## src/rtl/csfd_pkg.sv

```systemverilog
// ----------------------------------------------------------------------------
// Composite sync field decoder package
// Types, codes and constants shared by the decoder files.
// ----------------------------------------------------------------------------
package csfd_pkg;

  localparam int unsigned PAL_VISIBLE   = 288;
  localparam int unsigned NTSC_VISIBLE  = 240;
  localparam int unsigned FIRST_VISIBLE = 15;

  localparam logic [7:0]  BROAD_PAL  = 8'd5;
  localparam logic [7:0]  BROAD_NTSC = 8'd6;
  localparam logic [7:0]  BROAD_SAT  = 8'hFF;
  localparam logic [9:0]  LINE_SAT   = 10'h3FF;
  localparam logic [15:0] FERR_SAT   = 16'hFFFF;

  localparam logic [15:0] RST_SHORT_MIN     = 16'd120;
  localparam logic [15:0] RST_SHORT_MAX     = 16'd280;
  localparam logic [15:0] RST_HSYNC_MIN     = 16'd300;
  localparam logic [15:0] RST_HSYNC_MAX     = 16'd500;
  localparam logic [15:0] RST_BROAD_MIN     = 16'd1800;
  localparam logic [15:0] RST_BROAD_MAX     = 16'd2500;
  localparam logic [15:0] RST_HALF_LINE_MIN = 16'd1280;
  localparam logic [15:0] RST_HALF_LINE_MAX = 16'd2292;

  typedef enum logic [2:0] {
    ST_WAIT  = 3'd0,
    ST_PRE   = 3'd1,
    ST_SYNC  = 3'd2,
    ST_POST  = 3'd3,
    ST_LINES = 3'd4
  } status_t;

  typedef enum logic [1:0] {
    SYS_UNKNOWN = 2'd0,
    SYS_PAL     = 2'd1,
    SYS_NTSC    = 2'd2
  } system_t;

  typedef enum logic [2:0] {
    CFG_SHORT_MIN     = 3'd0,
    CFG_SHORT_MAX     = 3'd1,
    CFG_HSYNC_MIN     = 3'd2,
    CFG_HSYNC_MAX     = 3'd3,
    CFG_BROAD_MIN     = 3'd4,
    CFG_BROAD_MAX     = 3'd5,
    CFG_HALF_LINE_MIN = 3'd6,
    CFG_HALF_LINE_MAX = 3'd7
  } cfg_idx_t;

  typedef struct packed {
    logic [15:0] short_min;
    logic [15:0] short_max;
    logic [15:0] hsync_min;
    logic [15:0] hsync_max;
    logic [15:0] broad_min;
    logic [15:0] broad_max;
    logic [15:0] half_line_min;
    logic [15:0] half_line_max;
  } cfg_t;

  typedef struct packed {
    logic        edge_falling;
    logic [15:0] capture_time;
  } item_t;

  typedef struct packed {
    status_t     sync_status;
    system_t     video_system;
    logic        field_type;
    logic [9:0]  line_number;
    logic        next_line_visible;
    logic [9:0]  visible_line_index;
    logic        field_start;
    logic        frame_start;
    logic        pulse_error;
    logic [31:0] valid_frames;
    logic [31:0] total_errors;
  } result_t;

endpackage

```

## src/rtl/csfd_if.sv

```systemverilog
// ----------------------------------------------------------------------------
// Composite sync field decoder channels
// Valid/ready channels for sync edges in and decoded field status out.
// ----------------------------------------------------------------------------
interface csfd_in_if;
  logic        valid;
  logic        ready;
  logic        edge_falling;
  logic [15:0] capture_time;

  modport source (output valid, output edge_falling, output capture_time, input ready);
  modport sink   (input valid, input edge_falling, input capture_time, output ready);
endinterface

interface csfd_out_if;
  logic        valid;
  logic        ready;
  logic [2:0]  sync_status;
  logic [1:0]  video_system;
  logic        field_type;
  logic [9:0]  line_number;
  logic        next_line_visible;
  logic [9:0]  visible_line_index;
  logic        field_start;
  logic        frame_start;
  logic        pulse_error;
  logic [31:0] valid_frames;
  logic [31:0] total_errors;

  modport source (
    output valid, input ready,
    output sync_status, output video_system, output field_type, output line_number,
    output next_line_visible, output visible_line_index, output field_start,
    output frame_start, output pulse_error, output valid_frames, output total_errors
  );
  modport sink (
    input valid, output ready,
    input sync_status, input video_system, input field_type, input line_number,
    input next_line_visible, input visible_line_index, input field_start,
    input frame_start, input pulse_error, input valid_frames, input total_errors
  );
endinterface

```

## src/rtl/csfd_core.sv

```systemverilog
// ----------------------------------------------------------------------------
// Composite sync field decoder core
// Classifies one sync pulse per step and updates the field state and counters.
// ----------------------------------------------------------------------------
module csfd_core #(
  parameter int unsigned PAL_VISIBLE   = csfd_pkg::PAL_VISIBLE,
  parameter int unsigned NTSC_VISIBLE  = csfd_pkg::NTSC_VISIBLE,
  parameter int unsigned FIRST_VISIBLE = csfd_pkg::FIRST_VISIBLE
) (
  input  logic               clk,
  input  logic               rst_n,
  input  logic               step,
  input  csfd_pkg::item_t    item,
  input  csfd_pkg::cfg_t     cfg,
  output csfd_pkg::result_t  result
);

  logic [15:0]       last_capture_r, last_capture_nxt;
  logic [15:0]       last_pulse_r, last_pulse_nxt;
  csfd_pkg::status_t status_r, status_nxt;
  csfd_pkg::system_t system_r, system_nxt;
  csfd_pkg::system_t committed_r, committed_nxt;
  logic              parity_r, parity_nxt;
  logic [7:0]        broad_count_r, broad_count_nxt;
  logic [9:0]        line_count_r, line_count_nxt;
  logic [9:0]        first_vis_r, first_vis_nxt;
  logic [9:0]        last_vis_r, last_vis_nxt;
  logic              vis_next_r, vis_next_nxt;
  logic [9:0]        vis_count_r, vis_count_nxt;
  logic [15:0]       frame_errors_r, frame_errors_nxt;
  logic [31:0]       error_total_r, error_total_nxt;
  logic [31:0]       good_frames_r, good_frames_nxt;

  logic [15:0]       pulse;
  logic              err;
  logic              fstart;
  logic              frstart;
  csfd_pkg::system_t sys_sel;
  logic [9:0]        win_first;
  logic [10:0]       win_span;
  logic [10:0]       win_sum;
  logic [9:0]        win_last;

  assign pulse = item.capture_time - last_capture_r;

  always_comb begin
    if (broad_count_r == csfd_pkg::BROAD_PAL) begin
      sys_sel = csfd_pkg::SYS_PAL;
    end else if (broad_count_r == csfd_pkg::BROAD_NTSC) begin
      sys_sel = csfd_pkg::SYS_NTSC;
    end else begin
      sys_sel = system_r;
    end
    win_first = 10'(FIRST_VISIBLE) - {9'd0, parity_r};
    win_span  = (sys_sel == csfd_pkg::SYS_PAL) ? 11'(PAL_VISIBLE - 1) : 11'(NTSC_VISIBLE - 1);
    win_sum   = win_span + {1'b0, win_first};
    win_last  = win_sum[10] ? csfd_pkg::LINE_SAT : win_sum[9:0];
  end

  always_comb begin
    last_capture_nxt = item.capture_time;
    last_pulse_nxt   = pulse;
    status_nxt       = status_r;
    system_nxt       = system_r;
    committed_nxt    = committed_r;
    parity_nxt       = parity_r;
    broad_count_nxt  = broad_count_r;
    line_count_nxt   = line_count_r;
    first_vis_nxt    = first_vis_r;
    last_vis_nxt     = last_vis_r;
    vis_next_nxt     = vis_next_r;
    vis_count_nxt    = vis_count_r;
    frame_errors_nxt = frame_errors_r;
    error_total_nxt  = error_total_r;
    good_frames_nxt  = good_frames_r;
    err              = 1'b0;
    fstart           = 1'b0;
    frstart          = 1'b0;

    if (item.edge_falling) begin
      if (pulse > cfg.half_line_min && pulse < cfg.half_line_max) begin
        if (last_pulse_r > cfg.hsync_min) begin
          unique case (system_r)
            csfd_pkg::SYS_PAL:  parity_nxt = 1'b1;
            csfd_pkg::SYS_NTSC: parity_nxt = 1'b0;
            default:            status_nxt = csfd_pkg::ST_WAIT;
          endcase
        end else begin
          err = 1'b1;
        end
      end
    end else if (pulse < cfg.short_min) begin
      err = 1'b1;
    end else if (pulse < cfg.short_max) begin
      unique case (status_r) inside
        csfd_pkg::ST_WAIT: begin
          status_nxt = csfd_pkg::ST_PRE;
        end
        csfd_pkg::ST_PRE, csfd_pkg::ST_POST: begin
        end
        csfd_pkg::ST_SYNC: begin
          status_nxt = csfd_pkg::ST_POST;
          system_nxt = sys_sel;
          if (sys_sel != csfd_pkg::SYS_UNKNOWN) begin
            first_vis_nxt = win_first;
            last_vis_nxt  = win_last;
          end
        end
        csfd_pkg::ST_LINES: begin
          status_nxt = csfd_pkg::ST_PRE;
          if (parity_r) begin
            if (frame_errors_r == 16'd0) begin
              good_frames_nxt = good_frames_r + 32'd1;
              committed_nxt   = system_r;
            end
            frame_errors_nxt = 16'd0;
          end
        end
        default: begin
          err = 1'b1;
        end
      endcase
    end else if (pulse < cfg.hsync_max) begin
      if (vis_next_r && vis_count_r != csfd_pkg::LINE_SAT) begin
        vis_count_nxt = vis_count_r + 10'd1;
      end
      if (status_r == csfd_pkg::ST_POST || status_r == csfd_pkg::ST_LINES) begin
        status_nxt = csfd_pkg::ST_LINES;
        if (line_count_r != csfd_pkg::LINE_SAT) begin
          line_count_nxt = line_count_r + 10'd1;
        end
        vis_next_nxt = (line_count_nxt >= first_vis_r) && (line_count_nxt <= last_vis_r);
      end else begin
        err = 1'b1;
      end
    end else if (pulse >= cfg.broad_min && pulse <= cfg.broad_max) begin
      unique case (status_r) inside
        csfd_pkg::ST_PRE: begin
          status_nxt      = csfd_pkg::ST_SYNC;
          broad_count_nxt = 8'd1;
          parity_nxt      = ~parity_r;
          frstart         = parity_r;
          fstart          = 1'b1;
          line_count_nxt  = 10'd0;
          vis_count_nxt   = 10'd0;
          vis_next_nxt    = 1'b0;
        end
        csfd_pkg::ST_POST: begin
          parity_nxt = 1'b1;
        end
        csfd_pkg::ST_SYNC: begin
          if (broad_count_r != csfd_pkg::BROAD_SAT) begin
            broad_count_nxt = broad_count_r + 8'd1;
          end
        end
        default: begin
          err = 1'b1;
        end
      endcase
    end else begin
      err = 1'b1;
    end

    if (err) begin
      if (frame_errors_r != csfd_pkg::FERR_SAT) begin
        frame_errors_nxt = frame_errors_r + 16'd1;
      end
      error_total_nxt = error_total_r + 32'd1;
    end
  end

  always_comb begin
    result.sync_status        = status_nxt;
    result.video_system       = committed_nxt;
    result.field_type         = parity_nxt;
    result.line_number        = line_count_nxt;
    result.next_line_visible  = vis_next_nxt;
    result.visible_line_index = vis_count_nxt;
    result.field_start        = fstart;
    result.frame_start        = frstart;
    result.pulse_error        = err;
    result.valid_frames       = good_frames_nxt;
    result.total_errors       = error_total_nxt;
  end

  always_ff @(posedge clk) begin
    if (!rst_n) begin
      last_capture_r <= 16'd0;
      last_pulse_r   <= 16'd0;
      status_r       <= csfd_pkg::ST_WAIT;
      system_r       <= csfd_pkg::SYS_UNKNOWN;
      committed_r    <= csfd_pkg::SYS_UNKNOWN;
      parity_r       <= 1'b0;
      broad_count_r  <= 8'd0;
      line_count_r   <= 10'd0;
      first_vis_r    <= 10'd0;
      last_vis_r     <= 10'd0;
      vis_next_r     <= 1'b0;
      vis_count_r    <= 10'd0;
      frame_errors_r <= 16'd0;
      error_total_r  <= 32'd0;
      good_frames_r  <= 32'd0;
    end else if (step) begin
      last_capture_r <= last_capture_nxt;
      last_pulse_r   <= last_pulse_nxt;
      status_r       <= status_nxt;
      system_r       <= system_nxt;
      committed_r    <= committed_nxt;
      parity_r       <= parity_nxt;
      broad_count_r  <= broad_count_nxt;
      line_count_r   <= line_count_nxt;
      first_vis_r    <= first_vis_nxt;
      last_vis_r     <= last_vis_nxt;
      vis_next_r     <= vis_next_nxt;
      vis_count_r    <= vis_count_nxt;
      frame_errors_r <= frame_errors_nxt;
      error_total_r  <= error_total_nxt;
      good_frames_r  <= good_frames_nxt;
    end
  end

endmodule

```

## src/rtl/composite_sync_field_decoder.sv

```systemverilog
// ----------------------------------------------------------------------------
// Composite sync field decoder
// An accepted transaction is held in the input register; when it advances, the core
// updates the field state and the result register, which drives the output channel.
// Throughput: one transaction per cycle unless the result channel stalls; the field state update sets it.
// While a result waits, one further transaction can enter the input register.
// Synchronous reset returns the decoder to waiting and restores the default windows.
// ----------------------------------------------------------------------------
module composite_sync_field_decoder #(
  parameter int unsigned PAL_VISIBLE   = csfd_pkg::PAL_VISIBLE,
  parameter int unsigned NTSC_VISIBLE  = csfd_pkg::NTSC_VISIBLE,
  parameter int unsigned FIRST_VISIBLE = csfd_pkg::FIRST_VISIBLE
) (
  input  logic        clk,
  input  logic        rst_n,
  csfd_in_if.sink     in_ch,
  csfd_out_if.source  out_ch,
  input  logic        cfg_we,
  input  logic [2:0]  cfg_index,
  input  logic [15:0] cfg_wdata
);

  csfd_pkg::cfg_t    cfg_r;
  logic              s1_valid_r;
  csfd_pkg::item_t   s1_item_r;
  logic              out_valid_r;
  csfd_pkg::result_t out_res_r;
  csfd_pkg::result_t core_res;
  logic              advance;
  logic              in_take;

  assign advance      = s1_valid_r && (!out_valid_r || out_ch.ready);
  assign in_ch.ready  = !s1_valid_r || advance;
  assign in_take      = in_ch.valid && in_ch.ready;

  always_ff @(posedge clk) begin
    if (!rst_n) begin
      cfg_r.short_min     <= csfd_pkg::RST_SHORT_MIN;
      cfg_r.short_max     <= csfd_pkg::RST_SHORT_MAX;
      cfg_r.hsync_min     <= csfd_pkg::RST_HSYNC_MIN;
      cfg_r.hsync_max     <= csfd_pkg::RST_HSYNC_MAX;
      cfg_r.broad_min     <= csfd_pkg::RST_BROAD_MIN;
      cfg_r.broad_max     <= csfd_pkg::RST_BROAD_MAX;
      cfg_r.half_line_min <= csfd_pkg::RST_HALF_LINE_MIN;
      cfg_r.half_line_max <= csfd_pkg::RST_HALF_LINE_MAX;
    end else if (cfg_we) begin
      case (csfd_pkg::cfg_idx_t'(cfg_index))
        csfd_pkg::CFG_SHORT_MIN:     cfg_r.short_min     <= cfg_wdata;
        csfd_pkg::CFG_SHORT_MAX:     cfg_r.short_max     <= cfg_wdata;
        csfd_pkg::CFG_HSYNC_MIN:     cfg_r.hsync_min     <= cfg_wdata;
        csfd_pkg::CFG_HSYNC_MAX:     cfg_r.hsync_max     <= cfg_wdata;
        csfd_pkg::CFG_BROAD_MIN:     cfg_r.broad_min     <= cfg_wdata;
        csfd_pkg::CFG_BROAD_MAX:     cfg_r.broad_max     <= cfg_wdata;
        csfd_pkg::CFG_HALF_LINE_MIN: cfg_r.half_line_min <= cfg_wdata;
        csfd_pkg::CFG_HALF_LINE_MAX: cfg_r.half_line_max <= cfg_wdata;
        default: begin
        end
      endcase
    end
  end

  always_ff @(posedge clk) begin
    if (!rst_n) begin
      s1_valid_r  <= 1'b0;
      out_valid_r <= 1'b0;
    end else begin
      if (in_take) begin
        s1_valid_r <= 1'b1;
      end else if (advance) begin
        s1_valid_r <= 1'b0;
      end
      if (advance) begin
        out_valid_r <= 1'b1;
      end else if (out_ch.ready) begin
        out_valid_r <= 1'b0;
      end
    end
  end

  always_ff @(posedge clk) begin
    if (in_take) begin
      s1_item_r.edge_falling <= in_ch.edge_falling;
      s1_item_r.capture_time <= in_ch.capture_time;
    end
    if (advance) begin
      out_res_r <= core_res;
    end
  end

  csfd_core #(
    .PAL_VISIBLE   (PAL_VISIBLE),
    .NTSC_VISIBLE  (NTSC_VISIBLE),
    .FIRST_VISIBLE (FIRST_VISIBLE)
  ) u_core (
    .clk    (clk),
    .rst_n  (rst_n),
    .step   (advance),
    .item   (s1_item_r),
    .cfg    (cfg_r),
    .result (core_res)
  );

  assign out_ch.valid              = out_valid_r;
  assign out_ch.sync_status        = out_res_r.sync_status;
  assign out_ch.video_system       = out_res_r.video_system;
  assign out_ch.field_type         = out_res_r.field_type;
  assign out_ch.line_number        = out_res_r.line_number;
  assign out_ch.next_line_visible  = out_res_r.next_line_visible;
  assign out_ch.visible_line_index = out_res_r.visible_line_index;
  assign out_ch.field_start        = out_res_r.field_start;
  assign out_ch.frame_start        = out_res_r.frame_start;
  assign out_ch.pulse_error        = out_res_r.pulse_error;
  assign out_ch.valid_frames       = out_res_r.valid_frames;
  assign out_ch.total_errors       = out_res_r.total_errors;

endmodule

```

## src/flat_wrapper.sv

```systemverilog
// flat-port wrapper written by rule: the top's interface ports become plain ports
module composite_sync_field_decoder_flat 
#(
  parameter int unsigned PAL_VISIBLE   = csfd_pkg::PAL_VISIBLE,
  parameter int unsigned NTSC_VISIBLE  = csfd_pkg::NTSC_VISIBLE,
  parameter int unsigned FIRST_VISIBLE = csfd_pkg::FIRST_VISIBLE
)
  (clk, rst_n, cfg_we, cfg_index, cfg_wdata, in_ch_valid, in_ch_edge_falling, in_ch_capture_time, in_ch_ready, out_ch_valid, out_ch_ready, out_ch_sync_status, out_ch_video_system, out_ch_field_type, out_ch_line_number, out_ch_next_line_visible, out_ch_visible_line_index, out_ch_field_start, out_ch_frame_start, out_ch_pulse_error, out_ch_valid_frames, out_ch_total_errors);
  csfd_in_if in_ch_i ();
  csfd_out_if out_ch_i ();
  input  logic clk;
  input  logic rst_n;
  input  logic cfg_we;
  input  logic [2:0] cfg_index;
  input  logic [15:0] cfg_wdata;
  input wire logic [$bits(in_ch_i.valid)-1:0] in_ch_valid;
  input wire logic [$bits(in_ch_i.edge_falling)-1:0] in_ch_edge_falling;
  input wire logic [$bits(in_ch_i.capture_time)-1:0] in_ch_capture_time;
  output wire logic [$bits(in_ch_i.ready)-1:0] in_ch_ready;
  output wire logic [$bits(out_ch_i.valid)-1:0] out_ch_valid;
  input wire logic [$bits(out_ch_i.ready)-1:0] out_ch_ready;
  output wire logic [$bits(out_ch_i.sync_status)-1:0] out_ch_sync_status;
  output wire logic [$bits(out_ch_i.video_system)-1:0] out_ch_video_system;
  output wire logic [$bits(out_ch_i.field_type)-1:0] out_ch_field_type;
  output wire logic [$bits(out_ch_i.line_number)-1:0] out_ch_line_number;
  output wire logic [$bits(out_ch_i.next_line_visible)-1:0] out_ch_next_line_visible;
  output wire logic [$bits(out_ch_i.visible_line_index)-1:0] out_ch_visible_line_index;
  output wire logic [$bits(out_ch_i.field_start)-1:0] out_ch_field_start;
  output wire logic [$bits(out_ch_i.frame_start)-1:0] out_ch_frame_start;
  output wire logic [$bits(out_ch_i.pulse_error)-1:0] out_ch_pulse_error;
  output wire logic [$bits(out_ch_i.valid_frames)-1:0] out_ch_valid_frames;
  output wire logic [$bits(out_ch_i.total_errors)-1:0] out_ch_total_errors;
  assign in_ch_i.valid = in_ch_valid;
  assign in_ch_i.edge_falling = in_ch_edge_falling;
  assign in_ch_i.capture_time = in_ch_capture_time;
  assign in_ch_ready = in_ch_i.ready;
  assign out_ch_valid = out_ch_i.valid;
  assign out_ch_i.ready = out_ch_ready;
  assign out_ch_sync_status = out_ch_i.sync_status;
  assign out_ch_video_system = out_ch_i.video_system;
  assign out_ch_field_type = out_ch_i.field_type;
  assign out_ch_line_number = out_ch_i.line_number;
  assign out_ch_next_line_visible = out_ch_i.next_line_visible;
  assign out_ch_visible_line_index = out_ch_i.visible_line_index;
  assign out_ch_field_start = out_ch_i.field_start;
  assign out_ch_frame_start = out_ch_i.frame_start;
  assign out_ch_pulse_error = out_ch_i.pulse_error;
  assign out_ch_valid_frames = out_ch_i.valid_frames;
  assign out_ch_total_errors = out_ch_i.total_errors;
  composite_sync_field_decoder #(.PAL_VISIBLE(PAL_VISIBLE), .NTSC_VISIBLE(NTSC_VISIBLE), .FIRST_VISIBLE(FIRST_VISIBLE)) u_core (.clk(clk), .rst_n(rst_n), .in_ch(in_ch_i), .out_ch(out_ch_i), .cfg_we(cfg_we), .cfg_index(cfg_index), .cfg_wdata(cfg_wdata));
endmodule
```

## config.mk

```make
export PLATFORM = sky130hd
export DESIGN_NAME = composite_sync_field_decoder_flat
export DESIGN_NICKNAME = d
export VERILOG_FILES = /design/src/rtl/csfd_pkg.sv /design/src/rtl/csfd_if.sv /design/src/rtl/csfd_core.sv /design/src/rtl/composite_sync_field_decoder.sv /design/src/flat_wrapper.sv
export SDC_FILE = /design/constraint.sdc
export NUM_CORES = 1
export LEC_CHECK = 0
export ABC_AREA = 1
export BUFFER_PORTS_ARGS = -buffer_cell sky130_fd_sc_hd__buf_2
export CORE_MARGIN = 10
export CORE_UTILIZATION = 35
export DETAILED_ROUTE_END_ITERATION = 16
export GPL_ROUTABILITY_DRIVEN = 1
export PLACE_DENSITY = 0.48
export SETUP_SLACK_MARGIN = 0.15
export SYNTH_ARGS = -nofsm -noshare
export SYNTH_HDL_FRONTEND = slang
export SYNTH_SLANG_ARGS = --single-unit
```

## constraint.sdc

```tcl
create_clock -name clk -period 5.32 [get_ports clk]
set_clock_uncertainty 0.1 [all_clocks]
set_input_delay 0.798 -clock clk [delete_from_list [all_inputs] [get_ports clk]]
set_output_delay 0.798 -clock clk [all_outputs]
set_load 0.02 [all_outputs]
```

==> impl_metrics.json, run 1 <==
{
  "peakVddDrop_mv": 0.267,
  "cts_buffers": 48,
  "setup_viol": 0,
  "drive_gt1_frac": 0.104,
  "syn_area_um2": 21700,
  "vias": 18600,
  "final_max_slew_viol_count": 0,
  "holdPathEnd": "u_core.s1_item_r[0]",
  "drt_first_iter_violations": 973,
  "max_slew_margin": 0.228,
  "place_congestion": 0.838,
  "setup-tns-final_ps": 0,
  "cts-root-buf": "clkbuf_16",
  "yosys_warnings": 0,
  "clockBufferDepth": 3,
  "worstHoldPathType": "in2reg",
  "die_x_um": 269,
  "die_y_um": 269,
  "clk_pin_slew_ps": 60,
  "grt_start_max_net_pins": 83,
  "dpl_cell_area_um2": 23200,
  "synth.distinct_cells": 55,
  "syn_to_final_growth_pct": 16.0,
  "finalHoldViolCount": 0,
  "maxCapViolCount": 0,
  "reg2reg_depth": 28,
  "synth-async-reset-ratio": 0,
  "synth_ff_type": "dfxtp_1",
  "yosys.area.top_type": "dfxtp_1",
  "hpwl_um": 43100,
  "synthCells": 2855,
  "htreeDepth": 2,
  "ios": 137,
  "cp_slowest_stage_delay_ps": 400,
  "cp_slowest_cell": "fa_1",
  "io_buffers": 136,
  "via_per_inst": 4.81,
  "ys_ff_latch": 395,
  "synth_fp_nets": 3057,
  "hold_buffers": 0,
  "overflow": 0,
  "wirelength_um": 61700,
  "grt_pass1_vias": 17800,
  "min_period_ps": 4770,
  "r2r-start": "u_core.s1_item_r[0]",
  "critPathKind": "reg2reg",
  "rsz0062_at_grt": "true",
  "start_kind": "flip-flop",
  "final_common_cell": "nand2_1",
  "worstPathRequired_ps": 5750,
  "final_cell_mix": "nand2_1, inv_1, a21oi_1",
  "dieArea_um2": 72400,
  "fin_util": 0.409,
  "avgRoutedWirePerCell_um": 16.0,
  "grt_usage": 0.169,
  "p_total_w": 0.00915,
  "drcViolationCount": 0,
  "power.density_nw_per_um2": 363,
  "cts_tree": "built",
  "period_share": 0.896,
  "worst_pin_slew_ps": 1150,
  "detail_route.first_pass.iterations": 5,
  "cts.sinks": 395,
  "reg2reg_slack_ps": 550,
  "antenna_left": 0,
  "cp_common_cell": "nand2_1",
  "worstHoldPathCells": 1,
  "grt_pass1_wl_um": 97800,
  "antenna_found_initial": 5,
  "timing.rr.end": "u_core.u_core.broad_count_r[4]",
  "clkLatencyLatePin_ps": 610,
  "synth.area.top_cells": "dfxtp_1, edfxtp_1, nand2_1",
  "core_area_um2": 61600,
  "crit_fanout": 7,
  "status": "completed",
  "synth_top_area_frac": 0.262,
  "min_from": "in_ch_capture_time[0]",
  "synth_edf_count": 111,
  "nets": 3180,
  "leakage_nw": 11.4,
  "arrival_ps": 5200,
  "row_count": 91,
  "start_util": 0.352,
  "yosysSeqAreaShare": 0.415,
  "crit_path_end_kind": "flip-flop",
  "syn_avg_cell_area_um2": 7.60,
  "final_area_um2": 25200,
  "max_freq_mhz": 210
}
-- synthesized netlist by cell type (all sizes together) (35+ instances only) --
cell	count
nand2	567
inv	467
a21oi	298
dfxtp	284
o21ai	259
nor2	226
ha	160
nand3	134
edfxtp	111
clkbuf	75
xor2	74
nor3	42
nand4	35
o211ai	35
-- worst max path at each step --
stage	startpoint	endpoint	cells after the start
floorplan	out_ch_ready	u_core.out_ch.field_start	6
detailed placement	u_core.s1_item_r[4]	u_core.u_core.error_total_r[6]	25
global placement	u_core.s1_item_r[0]	u_core.u_core.error_total_r[2]	28
CTS	u_core.s1_item_r[0]	u_core.u_core.error_total_r[6]	28
global route	u_core.s1_item_r[0]	u_core.u_core.broad_count_r[4]	27
finish	u_core.s1_item_r[0]	u_core.u_core.broad_count_r[4]	28
-- where the power goes --
| group | total (W) | leakage (nW) | internal [W] | switching [W] |
|---|---|---|---|---|
| combinational | 0.00198 | 7.10 | 0.000651 | 0.00133 |
| sequential | 0.00341 | 3.39 | 0.00329 | 0.000120 |
| clock | 0.00376 | 0.899 | 0.00238 | 0.00138 |
-- critical path, delay by kind of cell (launching register included) --
family                     cells  cell delay (ps)
adders and majority gates      3              850
buffers and inverters          4              440
and+or+nand+nor               15             1930
DFF                            1              320
AOI/OAI and AO/OA              6             1050
-- what timing repair did --
action,in CTS,in global routing
setup endpoints to repair,0,173
buffers inserted,0,4
resized for setup,0,32
-- kinds of logic (layout without fill, tap and decap cells) --
kind of cell	Yosys count	after routing	share of synthesized area
other	0	3	0
muxes	1	1	0.000519
adders and majority gates	161	161	0.0931
AOI/OAI and AO/OA	624	624	0.152
buffers and inverters	566	728	0.104
DFF	395	395	0.415
and+or+nand+nor	1027	1028	0.202
xor gates and xnor gates	81	81	0.0327
-- final cells by class --
cell class                 instances  area (µm²)
sequential                       395        9020
clock buffer                      65        1400
tap                              837        1050
multi-input combinational       1895       10500
timing repair buffer             169         976
clock inverter                    25         433
fill                            6311       36400
timing repair inverter             1        7.51
antenna                            3        7.51
inverter                         468        1790
-- sequential cells by signal, indices dropped and copies added (netlist names), 3 cells and up --
register and cells:
u_core.out_ch.valid_frames 32, u_core.u_core.status_r 3, u_core.u_core.line_count_r 10, u_core.u_core.last_capture_r 16, u_core.u_core.broad_count_r 8, u_core.u_core.good_frames_r 32, u_core.cfg_r 128, u_core.out_ch.visible_line_index 10
u_core.u_core.error_total_r 32, u_core.out_ch.total_errors 32, u_core.u_core.vis_count_r 10, u_core.out_ch.sync_status 3, u_core.u_core.frame_errors_r 16, u_core.out_ch.line_number 10, u_core.u_core.last_pulse_r 16, u_core.u_core.last_vis_r 5
u_core.s1_item_r 17
-- through the flow --
step,hold slack (ps),setup slack [ps],instances
floorplan,333,651,2855
global placement,345,192,3759
detailed placement,353,207,3759
CTS,227,178,3849
global route,243,117,3858
finish,266,552,3858
-- routing by layer --
layer,vias to the layer above,track usage,share of wire
li1,9592,-,-
met5,-,0,0
met1,8537,0.218,0.46
met4,0,0.0533,0.027
met2,334,0.285,0.47
met3,96,0.0266,0.041
No activity file was read; power rests on OpenSTA's default activity.
==> run 2, diff against run 1 <==
- clock period: 5.32 -> 4.45 ns (I/O delays scaled with it)
==> run 2 against run 1 <==
  * Die area unchanged
  * Via count increased by 3.3%
  * Sequential power is 20% higher
  * Largest cell class unchanged
  * Cell count grew 2.6%
  * Global-route usage shrank 0.10 points
  * Worst setup slack worse by 320 ps
==> impl_metrics.json, run 2 (synthesis gave the netlist of run 1 again) <==
{
  "crit_path_end_kind": "flip-flop",
  "setup_viol": 0,
  "n_antenna_cell": 0,
  "io_buffers": 136,
  "peakVddDrop_mv": 0.291,
  "min_period_ps": 4220,
  "cp_common_cell": "nand2_1",
  "grt_start_max_net_pins": 129,
  "dieArea_um2": 72400,
  "arrival_ps": 4450,
  "cp_slowest_cell": "edfxtp_1",
  "syn_to_final_growth_pct": 23.8,
  "power.density_nw_per_um2": 416,
  "final_max_slew_viol_count": 0,
  "worst_pin_slew_ps": 989,
  "grt_pass1_wl_um": 98200,
  "hpwl_um": 43600,
  "start_util": 0.352,
  "regMostFlops": "u_core.cfg_r",
  "detail_route.first_pass.iterations": 5,
  "cts_tree": "built",
  "drt_first_iter_violations": 1041,
  "avgRoutedWirePerCell_um": 16.0,
  "worstHoldPathType": "in2reg",
  "place_congestion": 0.855,
  "die_y_um": 269,
  "vias": 19200,
  "drcViolationCount": 0,
  "p_total_w": 0.0112,
  "max_freq_mhz": 237,
  "whs_ps": 153,
  "crit_fanout": 8,
  "overflow": 0,
  "status": "completed",
  "maxCapViolCount": 0,
  "nets": 3283,
  "grt_pass1_vias": 18300,
  "final_common_cell": "nand2_1",
  "cts-root-buf": "clkbuf_16",
  "drive_gt1_frac": 0.179,
  "largest_register_ffs": 128,
  "htreeDepth": 2,
  "rsz0062_at_grt": "true",
  "period_share": 0.948,
  "core_area_um2": 61600,
  "clockBufferDepth": 3,
  "finalHoldViolCount": 0,
  "worstPathRequired_ps": 4690,
  "fillCellCount": 6167,
  "cts_buffers": 47,
  "final_cell_mix": "nand2_1, inv_1, a21oi_1",
  "wirelength_um": 63200,
  "antenna_left": 0,
  "ios": 137,
  "clk_pin_slew_ps": 60,
  "cp_slowest_stage_delay_ps": 420,
  "die_x_um": 269,
  "critPathKind": "reg2reg",
  "grt_usage": 0.168,
  "start_kind": "flip-flop",
  "clkLatencyLatePin_ps": 590,
  "leakage_nw": 12.1,
  "row_count": 91,
  "via_per_inst": 4.84,
  "max_slew_margin": 0.338,
  "antenna_found_initial": 0,
  "cts.sinks": 395
}
[run 2: cell count changes in the layout (fill, tap and decap cells not counted), moves of 11 or more]
cell	change
nor2_1	-15
o21ai_0	-45
buf_12	+11
nand2_2	+42
xor2_1	-12
buf_4	+62
nand3_1	-13
nand2_4	+13
o21ai_1	+33
nand3_2	+11
nand2_1	-57
xor2_2	+11
buf_6	+24
[run 2: final timing paths]
path / start / end / slack (ps) / cells after the start
worst max register to register: u_core.s1_item_r[1] / u_core.out_ch.total_errors[4] / 230 / 28
worst min register to register: u_core.cfg_r[84] / u_core.cfg_r[84] / 360 / 2
worst max-delay path: u_core.s1_item_r[1] / u_core.out_ch.total_errors[4] / 230 / 28
worst min-delay path: in_ch_capture_time[1] / u_core.s1_item_r[1] / 150 / 1
[run 2: metrics by stage]
step,std cells,utilization,worst slack (ps),instance area [µm²],TNS [ps]
floorplan,2855,-,373,21700,0
finish,3957,0.436,231,26900,0
global route,3957,0.436,-43.0,26900,-377
global placement,3836,0.388,-150,23900,-3670
CTS,3929,0.415,152,25600,0
detailed placement,3836,0.388,-246,23900,-21150
[run 2: cell type report]
type / count / area, µm² / share of cell area
multi-input combinational: 1895 / 11300 / 0.421
sequential: 395 / 9020 / 0.335
timing repair buffer: 274 / 2090 / 0.0778
inverter: 468 / 1790 / 0.0667
clock buffer: 66 / 1350 / 0.0502
tap: 837 / 1050 / 0.0390
clock inverter: 22 / 259 / 0.00963
[run 2: routing by layer]
layer | vias to the layer above | track usage | part of all wire
li1 | 9790 | - | -
met1 | 8952 | 0.223 | 0.47
met2 | 340 | 0.280 | 0.47
met3 | 86 | 0.0262 | 0.042
met4 | 0 | 0.0424 | 0.021
met5 | - | 0 | 0
[run 2: what timing repair did]
item                                    in CTS  in global routing
gates cloned                                 1                  5
gates resized for setup                     23                280
pin swaps                                    6                 78
hold buffers                                 0                  0
endpoints found under the hold margin        0                  0
endpoints found under the setup margin     209                216
setup buffers                                4                 23
[run 2: power breakdown]
group          total (W)  switching (W)  internal, W  leakage (nW)
Clock            0.00402        0.00161      0.00241         0.775
Sequential       0.00409       0.000151      0.00394          3.39
Combinational    0.00307        0.00183      0.00124          7.97
[run 2: worst max-delay path, delay by kind of cell, from the launching register on]
family	cells	cell delay, ps
buffers and inverters	6	860
AND/OR/NAND/NOR	15	1340
AO/OA/AOI/OAI	5	680
adder cells (fa/ha/maj)	2	580
flip-flops	1	420
